**config.mk**
```make
export PLATFORM = sky130hd
export DESIGN_NAME = counting_lock_table_flat
export DESIGN_NICKNAME = d
export VERILOG_FILES = /design/src/design/clt_pkg.sv /design/src/design/clt_ifs.sv /design/src/design/clt_regs.sv /design/src/design/clt_ctrl.sv /design/src/design/clt_dp.sv /design/src/design/counting_lock_table.sv /design/src/flat_wrapper.sv
export SDC_FILE = /design/constraint.sdc
export NUM_CORES = 2
export LEC_CHECK = 0
export BUFFER_PORTS_ARGS = -buffer_cell sky130_fd_sc_hd__buf_2
export CORE_MARGIN = 2
export CORE_UTILIZATION = 49
export DETAILED_ROUTE_END_ITERATION = 6
export GPL_TIMING_DRIVEN = 0
export HOLD_SLACK_MARGIN = 0.03
export PLACE_DENSITY = 0.65
export SYNTH_ARGS = -nofsm -noshare
export SYNTH_HDL_FRONTEND = slang
export SYNTH_SLANG_ARGS = --single-unit
```
**constraint.sdc**
```tcl
create_clock -name clk -period 18.35 [get_ports clk]
set_input_delay 0.9175 -clock clk [delete_from_list [all_inputs] [get_ports clk]]
set_output_delay 0.9175 -clock clk [all_outputs]
set_load 0.05 [all_outputs]
```
**src/design/clt_pkg.sv**
```systemverilog
// clt_pkg: shared types and constants of the counting lock table
// depends on nothing; every other file of the block imports it
`default_nettype none

package clt_pkg;

    localparam int NUM_RESOURCES_DEF = 16;
    localparam int MAX_HOLDERS_DEF   = 8;
    localparam int ID_BITS_DEF       = 8;

    localparam int RES_IDX_W  = 4;
    localparam int REQ_ID_W   = 8;
    localparam int STATUS_W   = 3;
    localparam int HOLDERS_W  = 4;
    localparam int IN_USE_W   = 5;
    localparam int MUTEX_W    = 16;
    localparam int CAP_W      = 64;
    localparam int CAP_NIB_W  = 4;
    localparam int PDATA_W    = 64;
    localparam int PADDR_W    = 5;

    localparam logic ACT_ACQUIRE = 1'b0;
    localparam logic ACT_RELEASE = 1'b1;

    typedef enum logic [STATUS_W-1:0] {
        STAT_GRANTED     = 3'd0,
        STAT_WAIT        = 3'd1,
        STAT_ALREADY     = 3'd2,
        STAT_RELEASED    = 3'd3,
        STAT_NOT_HOLDER  = 3'd4,
        STAT_NO_RESOURCE = 3'd5
    } status_t;

    typedef enum logic [1:0] {
        REG_IN_USE   = 2'd0,
        REG_MUTEX    = 2'd1,
        REG_CAPACITY = 2'd2
    } cfg_idx_t;

    typedef enum logic [2:0] {
        ST_IDLE,
        ST_CHECK,
        ST_SEARCH,
        ST_SHIFT,
        ST_OUT
    } state_t;

    typedef struct packed {
        logic [IN_USE_W-1:0] in_use;
        logic [MUTEX_W-1:0]  mutex_mask;
        logic [CAP_W-1:0]    capacity;
    } cfg_t;

    typedef struct packed {
        logic    load;
        logic    start;
        logic    advance;
        logic    wr_grant;
        logic    wr_shift;
        logic    dec_count;
        logic    finish;
        status_t res_status;
    } cmd_t;

    typedef struct packed {
        logic known;
        logic release_req;
        logic mutex;
        logic n_zero;
        logic n_one;
        logic has_room;
        logic match;
        logic more;
    } sts_t;

endpackage

`default_nettype wire

```
**src/design/clt_ifs.sv**
```systemverilog
// clt_req_if and clt_rsp_if: valid/ready channels of the lock table
// depends on clt_pkg for the field widths
`default_nettype none

interface clt_req_if
    import clt_pkg::*;
();
    logic                 valid;
    logic                 ready;
    logic                 action;
    logic [RES_IDX_W-1:0] resource_index;
    logic [REQ_ID_W-1:0]  requester_id;

    modport source (output valid, action, resource_index, requester_id, input ready);
    modport sink   (input valid, action, resource_index, requester_id, output ready);
endinterface

interface clt_rsp_if
    import clt_pkg::*;
();
    logic                 valid;
    logic                 ready;
    logic [STATUS_W-1:0]  status;
    logic [HOLDERS_W-1:0] holders_now;

    modport source (output valid, status, holders_now, input ready);
    modport sink   (input valid, status, holders_now, output ready);
endinterface

`default_nettype wire

```
**src/design/clt_regs.sv**
```systemverilog
// clt_regs: apb configuration registers of the lock table
// depends on clt_pkg for cfg_t and the register index codes
`default_nettype none

module clt_regs
    import clt_pkg::*;
(
    input  wire logic               clk,
    input  wire logic               rst_n,
    input  wire logic               psel,
    input  wire logic               penable,
    input  wire logic               pwrite,
    input  wire logic [PADDR_W-1:0] paddr,
    input  wire logic [PDATA_W-1:0] pwdata,
    output logic      [PDATA_W-1:0] prdata,
    output logic                    pready,
    output cfg_t                    cfg
);

    cfg_t     cfg_reg;
    cfg_idx_t idx;
    logic     wr_en;

    assign idx    = cfg_idx_t'(paddr[PADDR_W-1:3]);
    assign wr_en  = psel && penable && pwrite;
    assign pready = 1'b1;
    assign cfg    = cfg_reg;

    always_ff @(posedge clk or negedge rst_n)
    begin
        if (!rst_n)
        begin
            cfg_reg <= '0;
        end
        else if (wr_en)
        begin
            case (idx)
                REG_IN_USE:   cfg_reg.in_use     <= pwdata[IN_USE_W-1:0];
                REG_MUTEX:    cfg_reg.mutex_mask <= pwdata[MUTEX_W-1:0];
                REG_CAPACITY: cfg_reg.capacity   <= pwdata[CAP_W-1:0];
                default:      ;
            endcase
        end
    end

    always_comb
    begin
        case (idx)
            REG_IN_USE:   prdata = PDATA_W'(cfg_reg.in_use);
            REG_MUTEX:    prdata = PDATA_W'(cfg_reg.mutex_mask);
            REG_CAPACITY: prdata = PDATA_W'(cfg_reg.capacity);
            default:      prdata = '0;
        endcase
    end

endmodule

`default_nettype wire

```
**src/design/clt_ctrl.sv**
```systemverilog
// clt_ctrl: sequencer of the lock table, drives the datapath by commands
// depends on clt_pkg for state_t, cmd_t, sts_t and status_t
`default_nettype none

module clt_ctrl
    import clt_pkg::*;
(
    input  wire logic clk,
    input  wire logic rst_n,
    input  wire logic req_valid,
    output logic      req_ready,
    output logic      rsp_valid,
    input  wire logic rsp_ready,
    input  wire sts_t sts,
    output cmd_t      cmd
);

    state_t state_reg;
    state_t state_next;

    always_ff @(posedge clk or negedge rst_n)
    begin
        if (!rst_n)
        begin
            state_reg <= ST_IDLE;
        end
        else
        begin
            state_reg <= state_next;
        end
    end

    always_comb
    begin
        state_next     = state_reg;
        cmd            = '0;
        cmd.res_status = STAT_GRANTED;
        req_ready      = 1'b0;
        rsp_valid      = 1'b0;
        case (state_reg)
            ST_IDLE:
            begin
                req_ready = 1'b1;
                if (req_valid)
                begin
                    cmd.load   = 1'b1;
                    state_next = ST_CHECK;
                end
            end
            ST_CHECK:
            begin
                if (!sts.known)
                begin
                    cmd.finish     = 1'b1;
                    cmd.res_status = STAT_NO_RESOURCE;
                end
                else if (sts.release_req && sts.mutex && !sts.n_one)
                begin
                    cmd.finish     = 1'b1;
                    cmd.res_status = STAT_NOT_HOLDER;
                end
                else if (sts.n_zero)
                begin
                    cmd.finish = 1'b1;
                    if (sts.release_req)
                    begin
                        cmd.res_status = STAT_NOT_HOLDER;
                    end
                    else if (sts.has_room)
                    begin
                        cmd.wr_grant   = 1'b1;
                        cmd.res_status = STAT_GRANTED;
                    end
                    else
                    begin
                        cmd.res_status = STAT_WAIT;
                    end
                end
                else
                begin
                    cmd.start  = 1'b1;
                    state_next = ST_SEARCH;
                end
                if (cmd.finish)
                begin
                    state_next = ST_OUT;
                end
            end
            ST_SEARCH:
            begin
                if (sts.match)
                begin
                    if (!sts.release_req)
                    begin
                        cmd.finish     = 1'b1;
                        cmd.res_status = STAT_ALREADY;
                    end
                    else if (sts.more)
                    begin
                        cmd.advance = 1'b1;
                        state_next  = ST_SHIFT;
                    end
                    else
                    begin
                        cmd.dec_count  = 1'b1;
                        cmd.finish     = 1'b1;
                        cmd.res_status = STAT_RELEASED;
                    end
                end
                else if (sts.more)
                begin
                    cmd.advance = 1'b1;
                end
                else
                begin
                    cmd.finish = 1'b1;
                    if (sts.release_req)
                    begin
                        cmd.res_status = STAT_NOT_HOLDER;
                    end
                    else if (sts.has_room)
                    begin
                        cmd.wr_grant   = 1'b1;
                        cmd.res_status = STAT_GRANTED;
                    end
                    else
                    begin
                        cmd.res_status = STAT_WAIT;
                    end
                end
                if (cmd.finish)
                begin
                    state_next = ST_OUT;
                end
            end
            ST_SHIFT:
            begin
                cmd.wr_shift = 1'b1;
                if (sts.more)
                begin
                    cmd.advance = 1'b1;
                end
                else
                begin
                    cmd.dec_count  = 1'b1;
                    cmd.finish     = 1'b1;
                    cmd.res_status = STAT_RELEASED;
                    state_next     = ST_OUT;
                end
            end
            ST_OUT:
            begin
                rsp_valid = 1'b1;
                if (rsp_ready)
                begin
                    state_next = ST_IDLE;
                end
            end
            default:
            begin
                state_next = ST_IDLE;
            end
        endcase
    end

endmodule

`default_nettype wire

```
**src/design/clt_dp.sv**
```systemverilog
// clt_dp: request registers, holder counts, holder id memory and result word
// depends on clt_pkg for cfg_t, cmd_t, sts_t and the field widths
`default_nettype none

module clt_dp
    import clt_pkg::*;
#(
    parameter int NUM_RESOURCES = NUM_RESOURCES_DEF,
    parameter int MAX_HOLDERS   = MAX_HOLDERS_DEF,
    parameter int ID_BITS       = ID_BITS_DEF
)
(
    input  wire logic                 clk,
    input  wire logic                 rst_n,
    input  wire cfg_t                 cfg,
    input  wire cmd_t                 cmd,
    input  wire logic                 action,
    input  wire logic [RES_IDX_W-1:0] resource_index,
    input  wire logic [REQ_ID_W-1:0]  requester_id,
    output sts_t                      sts,
    output logic [STATUS_W-1:0]       status,
    output logic [HOLDERS_W-1:0]      holders_now
);

    localparam int Depth = NUM_RESOURCES * MAX_HOLDERS;
    localparam int AddrW = (Depth > 1) ? $clog2(Depth) : 1;
    localparam int ResW  = (NUM_RESOURCES > 1) ? $clog2(NUM_RESOURCES) : 1;
    localparam int SlotW = (MAX_HOLDERS > 1) ? $clog2(MAX_HOLDERS) : 1;

    logic                 action_reg;
    logic [RES_IDX_W-1:0] res_reg;
    logic [ID_BITS-1:0]   id_reg;
    logic [SlotW-1:0]     idx_reg;
    logic [ID_BITS-1:0]   rdata_reg;
    logic [HOLDERS_W-1:0] count_reg [NUM_RESOURCES];
    status_t              status_reg;
    logic [HOLDERS_W-1:0] holders_reg;
    logic [ID_BITS-1:0]   mem [Depth];

    logic                 known;
    logic [ResW-1:0]      r_idx;
    logic [HOLDERS_W-1:0] n;
    logic [CAP_NIB_W-1:0] cap_raw;
    logic [HOLDERS_W-1:0] cap;
    logic [HOLDERS_W-1:0] idx_ext;
    logic [AddrW-1:0]     base;
    logic [SlotW-1:0]     rd_slot;
    logic [AddrW-1:0]     rd_addr;
    logic [AddrW-1:0]     wr_addr;
    logic [ID_BITS-1:0]   wr_data;
    logic                 wr_en;

    assign known = ({1'b0, res_reg} < cfg.in_use)
                && ({1'b0, res_reg} < (RES_IDX_W + 1)'(NUM_RESOURCES));
    assign r_idx = known ? res_reg[ResW-1:0] : '0;
    assign n     = count_reg[r_idx];

    assign cap_raw = cfg.capacity[{res_reg, 2'b00} +: CAP_NIB_W];
    always_comb
    begin
        if (cfg.mutex_mask[res_reg])
        begin
            cap = HOLDERS_W'(1);
        end
        else if (HOLDERS_W'(cap_raw) > HOLDERS_W'(MAX_HOLDERS))
        begin
            cap = HOLDERS_W'(MAX_HOLDERS);
        end
        else
        begin
            cap = HOLDERS_W'(cap_raw);
        end
    end

    assign idx_ext = HOLDERS_W'(idx_reg);

    assign sts.known       = known;
    assign sts.release_req = (action_reg == ACT_RELEASE);
    assign sts.mutex       = cfg.mutex_mask[res_reg];
    assign sts.n_zero      = (n == '0);
    assign sts.n_one       = (n == HOLDERS_W'(1));
    assign sts.has_room    = (n < cap) && (n < HOLDERS_W'(MAX_HOLDERS));
    assign sts.match       = (rdata_reg == id_reg);
    assign sts.more        = ((idx_ext + HOLDERS_W'(1)) < n);

    // slot addressing within the row of one resource
    assign base    = AddrW'(r_idx) * AddrW'(MAX_HOLDERS);
    assign rd_slot = cmd.start ? '0 : SlotW'(idx_ext + HOLDERS_W'(1));
    assign rd_addr = base + AddrW'(rd_slot);
    assign wr_addr = cmd.wr_grant ? base + AddrW'(n) : base + AddrW'(idx_reg) - AddrW'(1);
    assign wr_data = cmd.wr_grant ? id_reg : rdata_reg;
    assign wr_en   = cmd.wr_grant || cmd.wr_shift;

    always_ff @(posedge clk)
    begin
        if (wr_en)
        begin
            mem[wr_addr] <= wr_data;
        end
        if (cmd.start || cmd.advance)
        begin
            rdata_reg <= mem[rd_addr];
        end
    end

    always_ff @(posedge clk)
    begin
        if (cmd.load)
        begin
            action_reg <= action;
            res_reg    <= resource_index;
            id_reg     <= ID_BITS'(requester_id);
        end
        if (cmd.start)
        begin
            idx_reg <= '0;
        end
        else if (cmd.advance)
        begin
            idx_reg <= SlotW'(idx_ext + HOLDERS_W'(1));
        end
        if (cmd.finish)
        begin
            status_reg <= cmd.res_status;
            if (cmd.res_status == STAT_NO_RESOURCE)
            begin
                holders_reg <= '0;
            end
            else if (cmd.wr_grant)
            begin
                holders_reg <= n + HOLDERS_W'(1);
            end
            else if (cmd.dec_count)
            begin
                holders_reg <= n - HOLDERS_W'(1);
            end
            else
            begin
                holders_reg <= n;
            end
        end
    end

    always_ff @(posedge clk or negedge rst_n)
    begin
        if (!rst_n)
        begin
            for (int i = 0; i < NUM_RESOURCES; i++)
            begin
                count_reg[i] <= '0;
            end
        end
        else if (cmd.wr_grant)
        begin
            count_reg[r_idx] <= n + HOLDERS_W'(1);
        end
        else if (cmd.dec_count)
        begin
            count_reg[r_idx] <= n - HOLDERS_W'(1);
        end
    end

    assign status      = status_reg;
    assign holders_now = holders_reg;

endmodule

`default_nettype wire

```
**src/design/counting_lock_table.sv**
```systemverilog
// counting_lock_table: table of mutexes and counting semaphores with holder lists
// usage
//   req channel carries one request word: action (acquire or release),
//   resource_index and requester_id; rsp channel returns one word per
//   request: status and holders_now, the holder count after the request
//   configuration goes through the apb port: resources_in_use at 0x00,
//   mutex_mask at 0x08, capacity_table at 0x10; the user must see that they
//   are written only while idle, as the block itself has no check for it
//   one request is worked at a time; req.ready is high only when idle
//   the check state settles an unknown resource, an empty list or a refused
//   mutex release; else the holder search reads the list entry by entry and
//   a release that removes entry p of n shifts the later entries down; search
//   and shift together walk a list of at most MAX_HOLDERS entries through
//   the single read port of the holder id memory, one entry a cycle; the
//   response word is then held in a register while rsp.ready is low, and the
//   block returns to idle when it is taken
//   reset clears the state, configuration and all holder counts; the holder
//   id memory needs no clearing since only entries below a count are read
// depends on clt_pkg, clt_ifs, clt_regs, clt_ctrl and clt_dp
`default_nettype none

module counting_lock_table
    import clt_pkg::*;
#(
    parameter int NUM_RESOURCES = NUM_RESOURCES_DEF,
    parameter int MAX_HOLDERS   = MAX_HOLDERS_DEF,
    parameter int ID_BITS       = ID_BITS_DEF
)
(
    input  wire logic               clk,
    input  wire logic               rst_n,
    clt_req_if.sink                 req,
    clt_rsp_if.source               rsp,
    input  wire logic               psel,
    input  wire logic               penable,
    input  wire logic               pwrite,
    input  wire logic [PADDR_W-1:0] paddr,
    input  wire logic [PDATA_W-1:0] pwdata,
    output logic      [PDATA_W-1:0] prdata,
    output logic                    pready
);

    cfg_t cfg;
    cmd_t cmd;
    sts_t sts;
    logic req_ready;
    logic rsp_valid;

    clt_regs u_regs (
        .clk     (clk),
        .rst_n   (rst_n),
        .psel    (psel),
        .penable (penable),
        .pwrite  (pwrite),
        .paddr   (paddr),
        .pwdata  (pwdata),
        .prdata  (prdata),
        .pready  (pready),
        .cfg     (cfg)
    );

    clt_ctrl u_ctrl (
        .clk       (clk),
        .rst_n     (rst_n),
        .req_valid (req.valid),
        .req_ready (req_ready),
        .rsp_valid (rsp_valid),
        .rsp_ready (rsp.ready),
        .sts       (sts),
        .cmd       (cmd)
    );

    clt_dp #(
        .NUM_RESOURCES (NUM_RESOURCES),
        .MAX_HOLDERS   (MAX_HOLDERS),
        .ID_BITS       (ID_BITS)
    ) u_dp (
        .clk            (clk),
        .rst_n          (rst_n),
        .cfg            (cfg),
        .cmd            (cmd),
        .action         (req.action),
        .resource_index (req.resource_index),
        .requester_id   (req.requester_id),
        .sts            (sts),
        .status         (rsp.status),
        .holders_now    (rsp.holders_now)
    );

    assign req.ready = req_ready;
    assign rsp.valid = rsp_valid;

endmodule

`default_nettype wire

```
**src/flat_wrapper.sv**
```systemverilog
// flat-port wrapper written by rule: the top's interface ports become plain ports
module counting_lock_table_flat import clt_pkg::*;
#(
    parameter int NUM_RESOURCES = NUM_RESOURCES_DEF,
    parameter int MAX_HOLDERS   = MAX_HOLDERS_DEF,
    parameter int ID_BITS       = ID_BITS_DEF
)
  (clk, rst_n, psel, penable, pwrite, paddr, pwdata, prdata, pready, req_valid, req_action, req_resource_index, req_requester_id, req_ready, rsp_valid, rsp_status, rsp_holders_now, rsp_ready);
  clt_req_if req_i ();
  clt_rsp_if rsp_i ();
  input  wire logic clk;
  input  wire logic rst_n;
  input  wire logic psel;
  input  wire logic penable;
  input  wire logic pwrite;
  input  wire logic [PADDR_W-1:0] paddr;
  input  wire logic [PDATA_W-1:0] pwdata;
  output logic      [PDATA_W-1:0] prdata;
  output logic pready;
  input wire logic [$bits(req_i.valid)-1:0] req_valid;
  input wire logic [$bits(req_i.action)-1:0] req_action;
  input wire logic [$bits(req_i.resource_index)-1:0] req_resource_index;
  input wire logic [$bits(req_i.requester_id)-1:0] req_requester_id;
  output wire logic [$bits(req_i.ready)-1:0] req_ready;
  output wire logic [$bits(rsp_i.valid)-1:0] rsp_valid;
  output wire logic [$bits(rsp_i.status)-1:0] rsp_status;
  output wire logic [$bits(rsp_i.holders_now)-1:0] rsp_holders_now;
  input wire logic [$bits(rsp_i.ready)-1:0] rsp_ready;
  assign req_i.valid = req_valid;
  assign req_i.action = req_action;
  assign req_i.resource_index = req_resource_index;
  assign req_i.requester_id = req_requester_id;
  assign req_ready = req_i.ready;
  assign rsp_valid = rsp_i.valid;
  assign rsp_status = rsp_i.status;
  assign rsp_holders_now = rsp_i.holders_now;
  assign rsp_i.ready = rsp_ready;
  counting_lock_table #(.NUM_RESOURCES(NUM_RESOURCES), .MAX_HOLDERS(MAX_HOLDERS), .ID_BITS(ID_BITS)) u_core (.clk(clk), .rst_n(rst_n), .req(req_i), .rsp(rsp_i), .psel(psel), .penable(penable), .pwrite(pwrite), .paddr(paddr), .pwdata(pwdata), .prdata(prdata), .pready(pready));
endmodule
```
-- Word-level counts from Yosys, hierarchy flattened
Memories as Yosys holds them, arrays and structs flattened. A register that Yosys moved wholly into a read port is not among the register bits.
Index checks and enable logic that the tools add are counted.
- memories: 1
- output and inout bits: 74
- word-level logic and storage cells: 149
- register bits: 175
- bits in writable memories: 1024
- bitwise logic cells: 1
- add/subtract/negate cells: 7
- reductions and logical operators: 17
- $lt $le $gt $ge: 8
- shift-type cells: 1
- eq/ne operators: 18
- mux-type cells: 70
- memories (name ; words ; bits a word ; read ports ; clocked after Yosys merged registers in ; wr ports ; RTL line ; RTL):
    u_core.u_dp.mem ; 128 ; 8 ; 1 ; 1 ; 1 ; clt_dp.sv:38 ; logic [ID_BITS-1:0] mem [Depth];
- operators by type and width (operator ; count):
    one-hot mux 64 bit (3 select lines) ; 1
    bitwise mux 64 bit ; 2
    2-to-1 mux 64 bit ; 2
    2-to-1 mux 4 bit ; 16
    indexed part select 64 x 7 -> 4 bit ; 1
    2-to-1 mux 3 bit ; 13
    2-to-1 mux 1 bit ; 25
    binary-select mux 4 bit (select 4 bit) ; 1
    demux 4 bit (select 4 bit) ; 1
    one-hot mux 3 bit (5 select lines) ; 1
    adder 7 x 3 -> 7 bit ; 2
    != test 3 bit, second input constant ; 4
    one-hot mux 4 bit (3 select lines) ; 1
    AND reduction 9 bit ; 1
    == test 8 bit ; 1
    < comparator 4 bit ; 2
    2-to-1 mux 8 bit ; 1
    adder 7 x 4 -> 7 bit ; 1
    2-to-1 mux 7 bit ; 1
    subtractor 7 x 1 -> 7 bit, second input constant ; 1
    == test 3 x 2 -> 1 bit, second input constant ; 2
    == test 3 bit, second input constant ; 2
    logical AND 1 bit ; 6
    != test 2 bit, second input constant ; 3
    other kinds (25) ; 31

-- Longest topological paths before layout
- depth in word-level cells: 17
- gate-level depth with buffers: 27

-- Hierarchy
A second synthesis with hierarchy kept.
- cell total of the unflattened synthesis: 3109
- area, all modules: 50094.3 sq um
- by module, submodules not included (module ; sequential area each (sq um) ; instances ; cells each ; area each (sq um)):
    clt_dp ; 33251.9 ; 1 ; 2787 ; 45916.5
    clt_regs ; 2127.0 ; 1 ; 271 ; 3792.4
    clt_ctrl ; 75.1 ; 1 ; 51 ; 385.4

-- Worst setup path after synthesis
No wires, ideal clock.
- path kind: reg2reg
- start point: register u_core.u_dp.res_reg[2]
- end point: memory u_core.u_dp.mem[0][0] in the netlist's numbering, data pin
- stages on the path, launching flop included: 22
- data arrival time: 5676 ps
- buffers on the path: 6
- path slack: 12163 ps
- data required time: 17839 ps
- cell sequence: edfxtp_1 ha_1 nor3_1 or3_4 or2_1 buf_4 o21ai_0 a22oi_1 and2_1 buf_2 inv_1 clkbuf_1 clkbuf_1 ha_1 nand3_1 o32ai_1 o21bai_1 nor2_4 buf_6 clkbuf_1 nand2_1 nand2_1
- cells in the longest elaborated chain, start to end: 15
- elaborated cells between the ends (all ways): 30
- classes of those cells: order compare: 5; eq/ne: 1; shift: 1; mux: 17; bitwise: 1; reduce/logical: 5
- ends and longest elaborated chain (what ; RTL line ; RTL):
    from (decl) ; clt_dp.sv:31 ; logic [RES_IDX_W-1:0] res_reg;
    from (signal assigned) ; clt_dp.sv:111 ; res_reg <= resource_index;
    branches (longest 13 deep; another with > comparator 4 bit) ; - ;
    one-hot mux 1 bit (2 select lines) * ; clt_ctrl.sv:40 ; case (state_reg)
    2-to-1 mux 8 bit * ; clt_dp.sv:91 ; assign wr_data = cmd.wr_grant ? id_reg : rdata_reg;
    net u_core.u_dp.wr_data[0] ; clt_dp.sv:50 ; logic [ID_BITS-1:0] wr_data;
    to (decl) ; clt_dp.sv:38 ;
Mark *: on every way through the listed nets, which the timed path passes. The select of a mux whose other input is x is not followed.

-- Final worst setup path
- start point: register u_core.u_dp.idx_reg[0]
- end point: memory u_core.u_dp.mem[110][5] in the netlist's numbering (enable)
- cells in the longest elaborated chain, start to end: 8
- elaborated cells between the ends (all ways): 11
- classes of those cells: add/sub: 3; order compare: 1; mux: 6; reduce/logical: 1
- ends and longest elaborated chain (what ; RTL line ; RTL):
    from (decl) ; clt_dp.sv:33 ; logic [SlotW-1:0] idx_reg;
    from (signal assigned) ; clt_dp.sv:120 ; idx_reg <= SlotW'(idx_ext + HOLDERS_W'(1));
    adder 3 x 1 -> 4 bit ; - ;
    < comparator 4 bit ; clt_dp.sv:84 ; assign sts.more = ((idx_ext + HOLDERS_W'(1)) < n);
    2-to-1 mux 1 bit ; clt_ctrl.sv:110 ; else if (sts.more)
    2-to-1 mux 1 bit ; clt_ctrl.sv:91 ; if (sts.match)
    one-hot mux 1 bit (2 select lines) ; clt_ctrl.sv:40 ;
    logical OR 1 bit ; clt_dp.sv:92 ; assign wr_en = cmd.wr_grant || cmd.wr_shift;
    2-to-1 mux 1 bit ; clt_dp.sv:96 ; if (wr_en)
    2-to-1 mux 1 bit (implied by the code) ; clt_dp.sv:98 ; mem[wr_addr] <= wr_data;
Parallel ways exist; a longest one is shown, timed or not.

==> out/qor.txt <==
CTS max path bufs: 3
Slowest-stage cell, CP: clkbuf_1
Power Dens Cells: 195 mW/mm2
Post-Syn Nets: 3,515
Sequential area share after synthesis: 69.6%
Outcome: finished, violations left
Hold path cells: 1
Type of origin of the critical path: flip-flop
GR Util All Layers: 41.3%
Post-synth EDFFs: 1,052
Global routing usage on met2: 55.1%
Share of the synthesized area in the top cell type: 62.0%
Clock transition at path regs: 0.06 ns
Initial antenna violation count: 20
DRT antenna net count: 0
Hold Crit Endpoint: u_core.u_dp.res_reg[3]
WL final: 224 mm
Yosys warnings: 0
Max incr delay on CP: 1.30 ns
Number of synthesized register bits: 1,207
Starting Density: 49.3%
CP Data Required Time: 18.86 ns
DP Wirelength: 150 mm
Worst R2R Start: u_core.u_dp.idx_reg[0]
Slew @ Worst Pin: 1.78 ns
Die X: 326 um
Top delay family on crit path: buffers and inverters
Grt met3 use: 21.5%
Nets: 3,852
Sum of negative setup slack: 0 ns
Vias: 37,900
Largest family of logic cells by synthesized area: compound AO/OA/AOI/OAI gates
Fill count: 8,210
Max reg flops: 1,024
Mux cell area share after synthesis: 9.97%
Post-Synth Simple-Gate Area: 7.06%
Die ar.: 0.106 mm2
Largest net degree at the start of global routing: 118
Synth Flop Type: edfxtp_1
Post-Synth XOR/XNOR Area: 0.327%
DR pass1 iterations: 7
RSZ-0062 raised after global routing: false
Core Area: 0.103 mm2
Critical path type: reg2reg
Finished Core Util: 56.9%
GRT overflow: 0
Compound-Gate Fraction of Synth Area: 10.3%
# clock sinks: 1,207
Post-Synthesis Cells: 3,410
First-pass GRT wire length: 295 mm
Tightest Hold Check Type: in2reg
Leading post-synthesis cells by cell area: edfxtp_1 62%, dfrtp_1 7.5%, mux4_2 3.8%
CTS H-tree lvls: 4
Worst vdd rail ir drop: 221 uV
Worst r2r dst: u_core.u_dp.mem[110][5]
IO buf count: 156
Die Ht: 326 um
Synth Area in Adders: 0.393%
Slew HR: -18.4%
Count leader, synth: edfxtp_1
Slew Limit Fails: 275
Final Skew: 0.0317 ns
Vias per Instance: 7.23
Clk_lat worst skew: 0.79 ns
Fin. Hold Viols: 0
Dominant cell type by area after synthesis: edfxtp_1
Failing checks: DRC, capacitance limit, slew limit
CTS tree: built
Site row count: 118
Mapped cell area: 0.0509 mm2
Setup Viol. Count Final: 0
Root buf cell: clkbuf_16
Static leakage: 20.0 nW
Fin crit period: 11.44 ns
DRC Markers: 44
Crit path DAT: 11.95 ns
CP bufs+invs: 12
Worst setup EP type: flip-flop
Reg2reg setup slack: 6.91 ns
Crit-path cells: clkbuf_1, inv_1, clkbuf_1, clkbuf_1, clkbuf_1, clkbuf_1, ha_1, clkbuf_1, clkbuf_1, clkbuf_1, clkbuf_1, o22a_1, buf_2, nor3_1, buf_2
Share of layout cells above drive strength 1: 23.0%
Period utilization: 62.3%
Vias in the first global route: 34,500
R2R cell count: 15
FFs w/ async S/R, synth: 12.6%
Fmax: 0.0874 GHz
Number of top-level pins: 163
CP Max Fanout: 10
Post-synth top cells: 1,052 x edfxtp_1, 289 x nand2_1, 159 x nor3_1
Grt peak-use layer: met2
Gates resized, CTS repair: 0
Crit-path most repeated cell: clkbuf_1
GRT met1 Usage: 52.5%
Syn Area/Cell: 14.9 um2
Clock buffer count from CTS: 133
WL/cell: 42.7 um
Routability cong.: 1.10
Hold path start: req_resource_index[3]
Initial DRC count: 7,535
Unique masters post-synth: 103
Maxcap violations: 32
Synth-to-Final Area Change: 15.5%
[area by class of cell]
type                       count  area (um2)  share of cell area (%)
buffer                       252        1140                    1.94
antenna                       16        40.0                  0.0681
clock inverter                70         631                    1.07
clock buffer                 165        3530                    6.01
multi-input combinational   1927       14800                    25.1
sequential                  1207       35500                    60.3
timing repair buffer         202        1430                    2.44
tap                         1380        1730                    2.94
inverter                      24        92.6                   0.157
[metrics by stage]
stage / setup slack (ns) / hold WS, ns / power, W / cells / instance area, um2
6_report: 6.91 / 0.326 / 0.0114 / 5243 / 58800
5_1_grt: 7.82 / 0.340 / 0.0114 / 5228 / 58800
4_1_cts: 8.15 / 0.316 / 0.0109 / 5221 / 58600
3_5_place_dp: 8.16 / 0.476 / 0.00837 / 4985 / 54400
3_3_place_gp: 5.11 / 0.468 / 0.00833 / 4946 / 53400
2_1_floorplan: 12.16 / 0.459 / 0.00590 / 3410 / 50900
[metal layers]
metal	up-vias	wire, um
met3	918	37900
met2	3744	89400
met5	-	604
li1	14200	-
met1	19000	78200
met4	35	17900
[worst max path at each step]
stage | startpoint | end | cells after the start
floorplan | u_core.u_dp.res_reg[2] | u_core.u_dp.mem[0][0] | 21
global placement | u_core.u_dp.idx_reg[0] | u_core.u_dp.mem[108][4] | 16
detailed placement | u_core.u_dp.idx_reg[0] | u_core.u_dp.mem[110][5] | 15
CTS | u_core.u_dp.idx_reg[0] | u_core.u_dp.mem[110][0] | 15
global route | u_core.u_dp.idx_reg[0] | u_core.u_dp.mem[110][0] | 15
finish | u_core.u_dp.idx_reg[0] | u_core.u_dp.mem[110][5] | 15
[layout by cell type, fill, tap and decap left out, types with 11 or more instances in the layout]
| cell | count |
|---|---|
| o22a_1 | 18 |
| and3_1 | 18 |
| a211oi_1 | 18 |
| inv_1 | 21 |
| o31ai_1 | 13 |
| o21ai_0 | 117 |
| a31oi_1 | 59 |
| mux4_2 | 87 |
| mux2_1 | 18 |
| o211ai_1 | 27 |
| buf_1 | 23 |
| clkinv_2 | 26 |
| nand3_1 | 57 |
| clkbuf_16 | 136 |
| a21oi_1 | 133 |
| clkbuf_1 | 147 |
| nor2_1 | 107 |
| dfrtp_1 | 152 |
| edfxtp_1 | 1052 |
| o2111ai_1 | 11 |
| a22o_1 | 14 |
| a22oi_1 | 22 |
| nand2_1 | 281 |
| clkbuf_2 | 19 |
| clkinv_1 | 19 |
| mux2_2 | 154 |
| buf_2 | 236 |
| o22ai_1 | 79 |
| diode_2 | 16 |
| and2_1 | 56 |
| nand4_1 | 21 |
| nor3_1 | 79 |
| buf_6 | 20 |
| a211o_1 | 12 |
| buf_4 | 15 |
| mux2i_1 | 118 |
| o221ai_1 | 79 |
| nor3_2 | 81 |
| ha_1 | 16 |
[cells by family after synthesis]
group	after synthesis
flops	1207
simple gates	768
compound gates	746
mux	377
buf+inv	276
xor+xnor	19
fa+ha+maj	16
other cells	1
[power breakdown]
part	switching, W	internal [W]	leakage (nW)	total (W)
sequential	0.0000722	0.00352	11.5	0.00359
clock	0.00114	0.00148	2.03	0.00262
combinational	0.00413	0.00110	6.52	0.00523
total	0.00534	0.00611	20.0	0.0114
[timing repair]
item	in CTS	in global routing
setup buffers	0	0
endpoints found under the hold margin	3	0
setup endpoints to repair	0	0
hold buffers	1	0
Power figures use the tool's default switching activity.
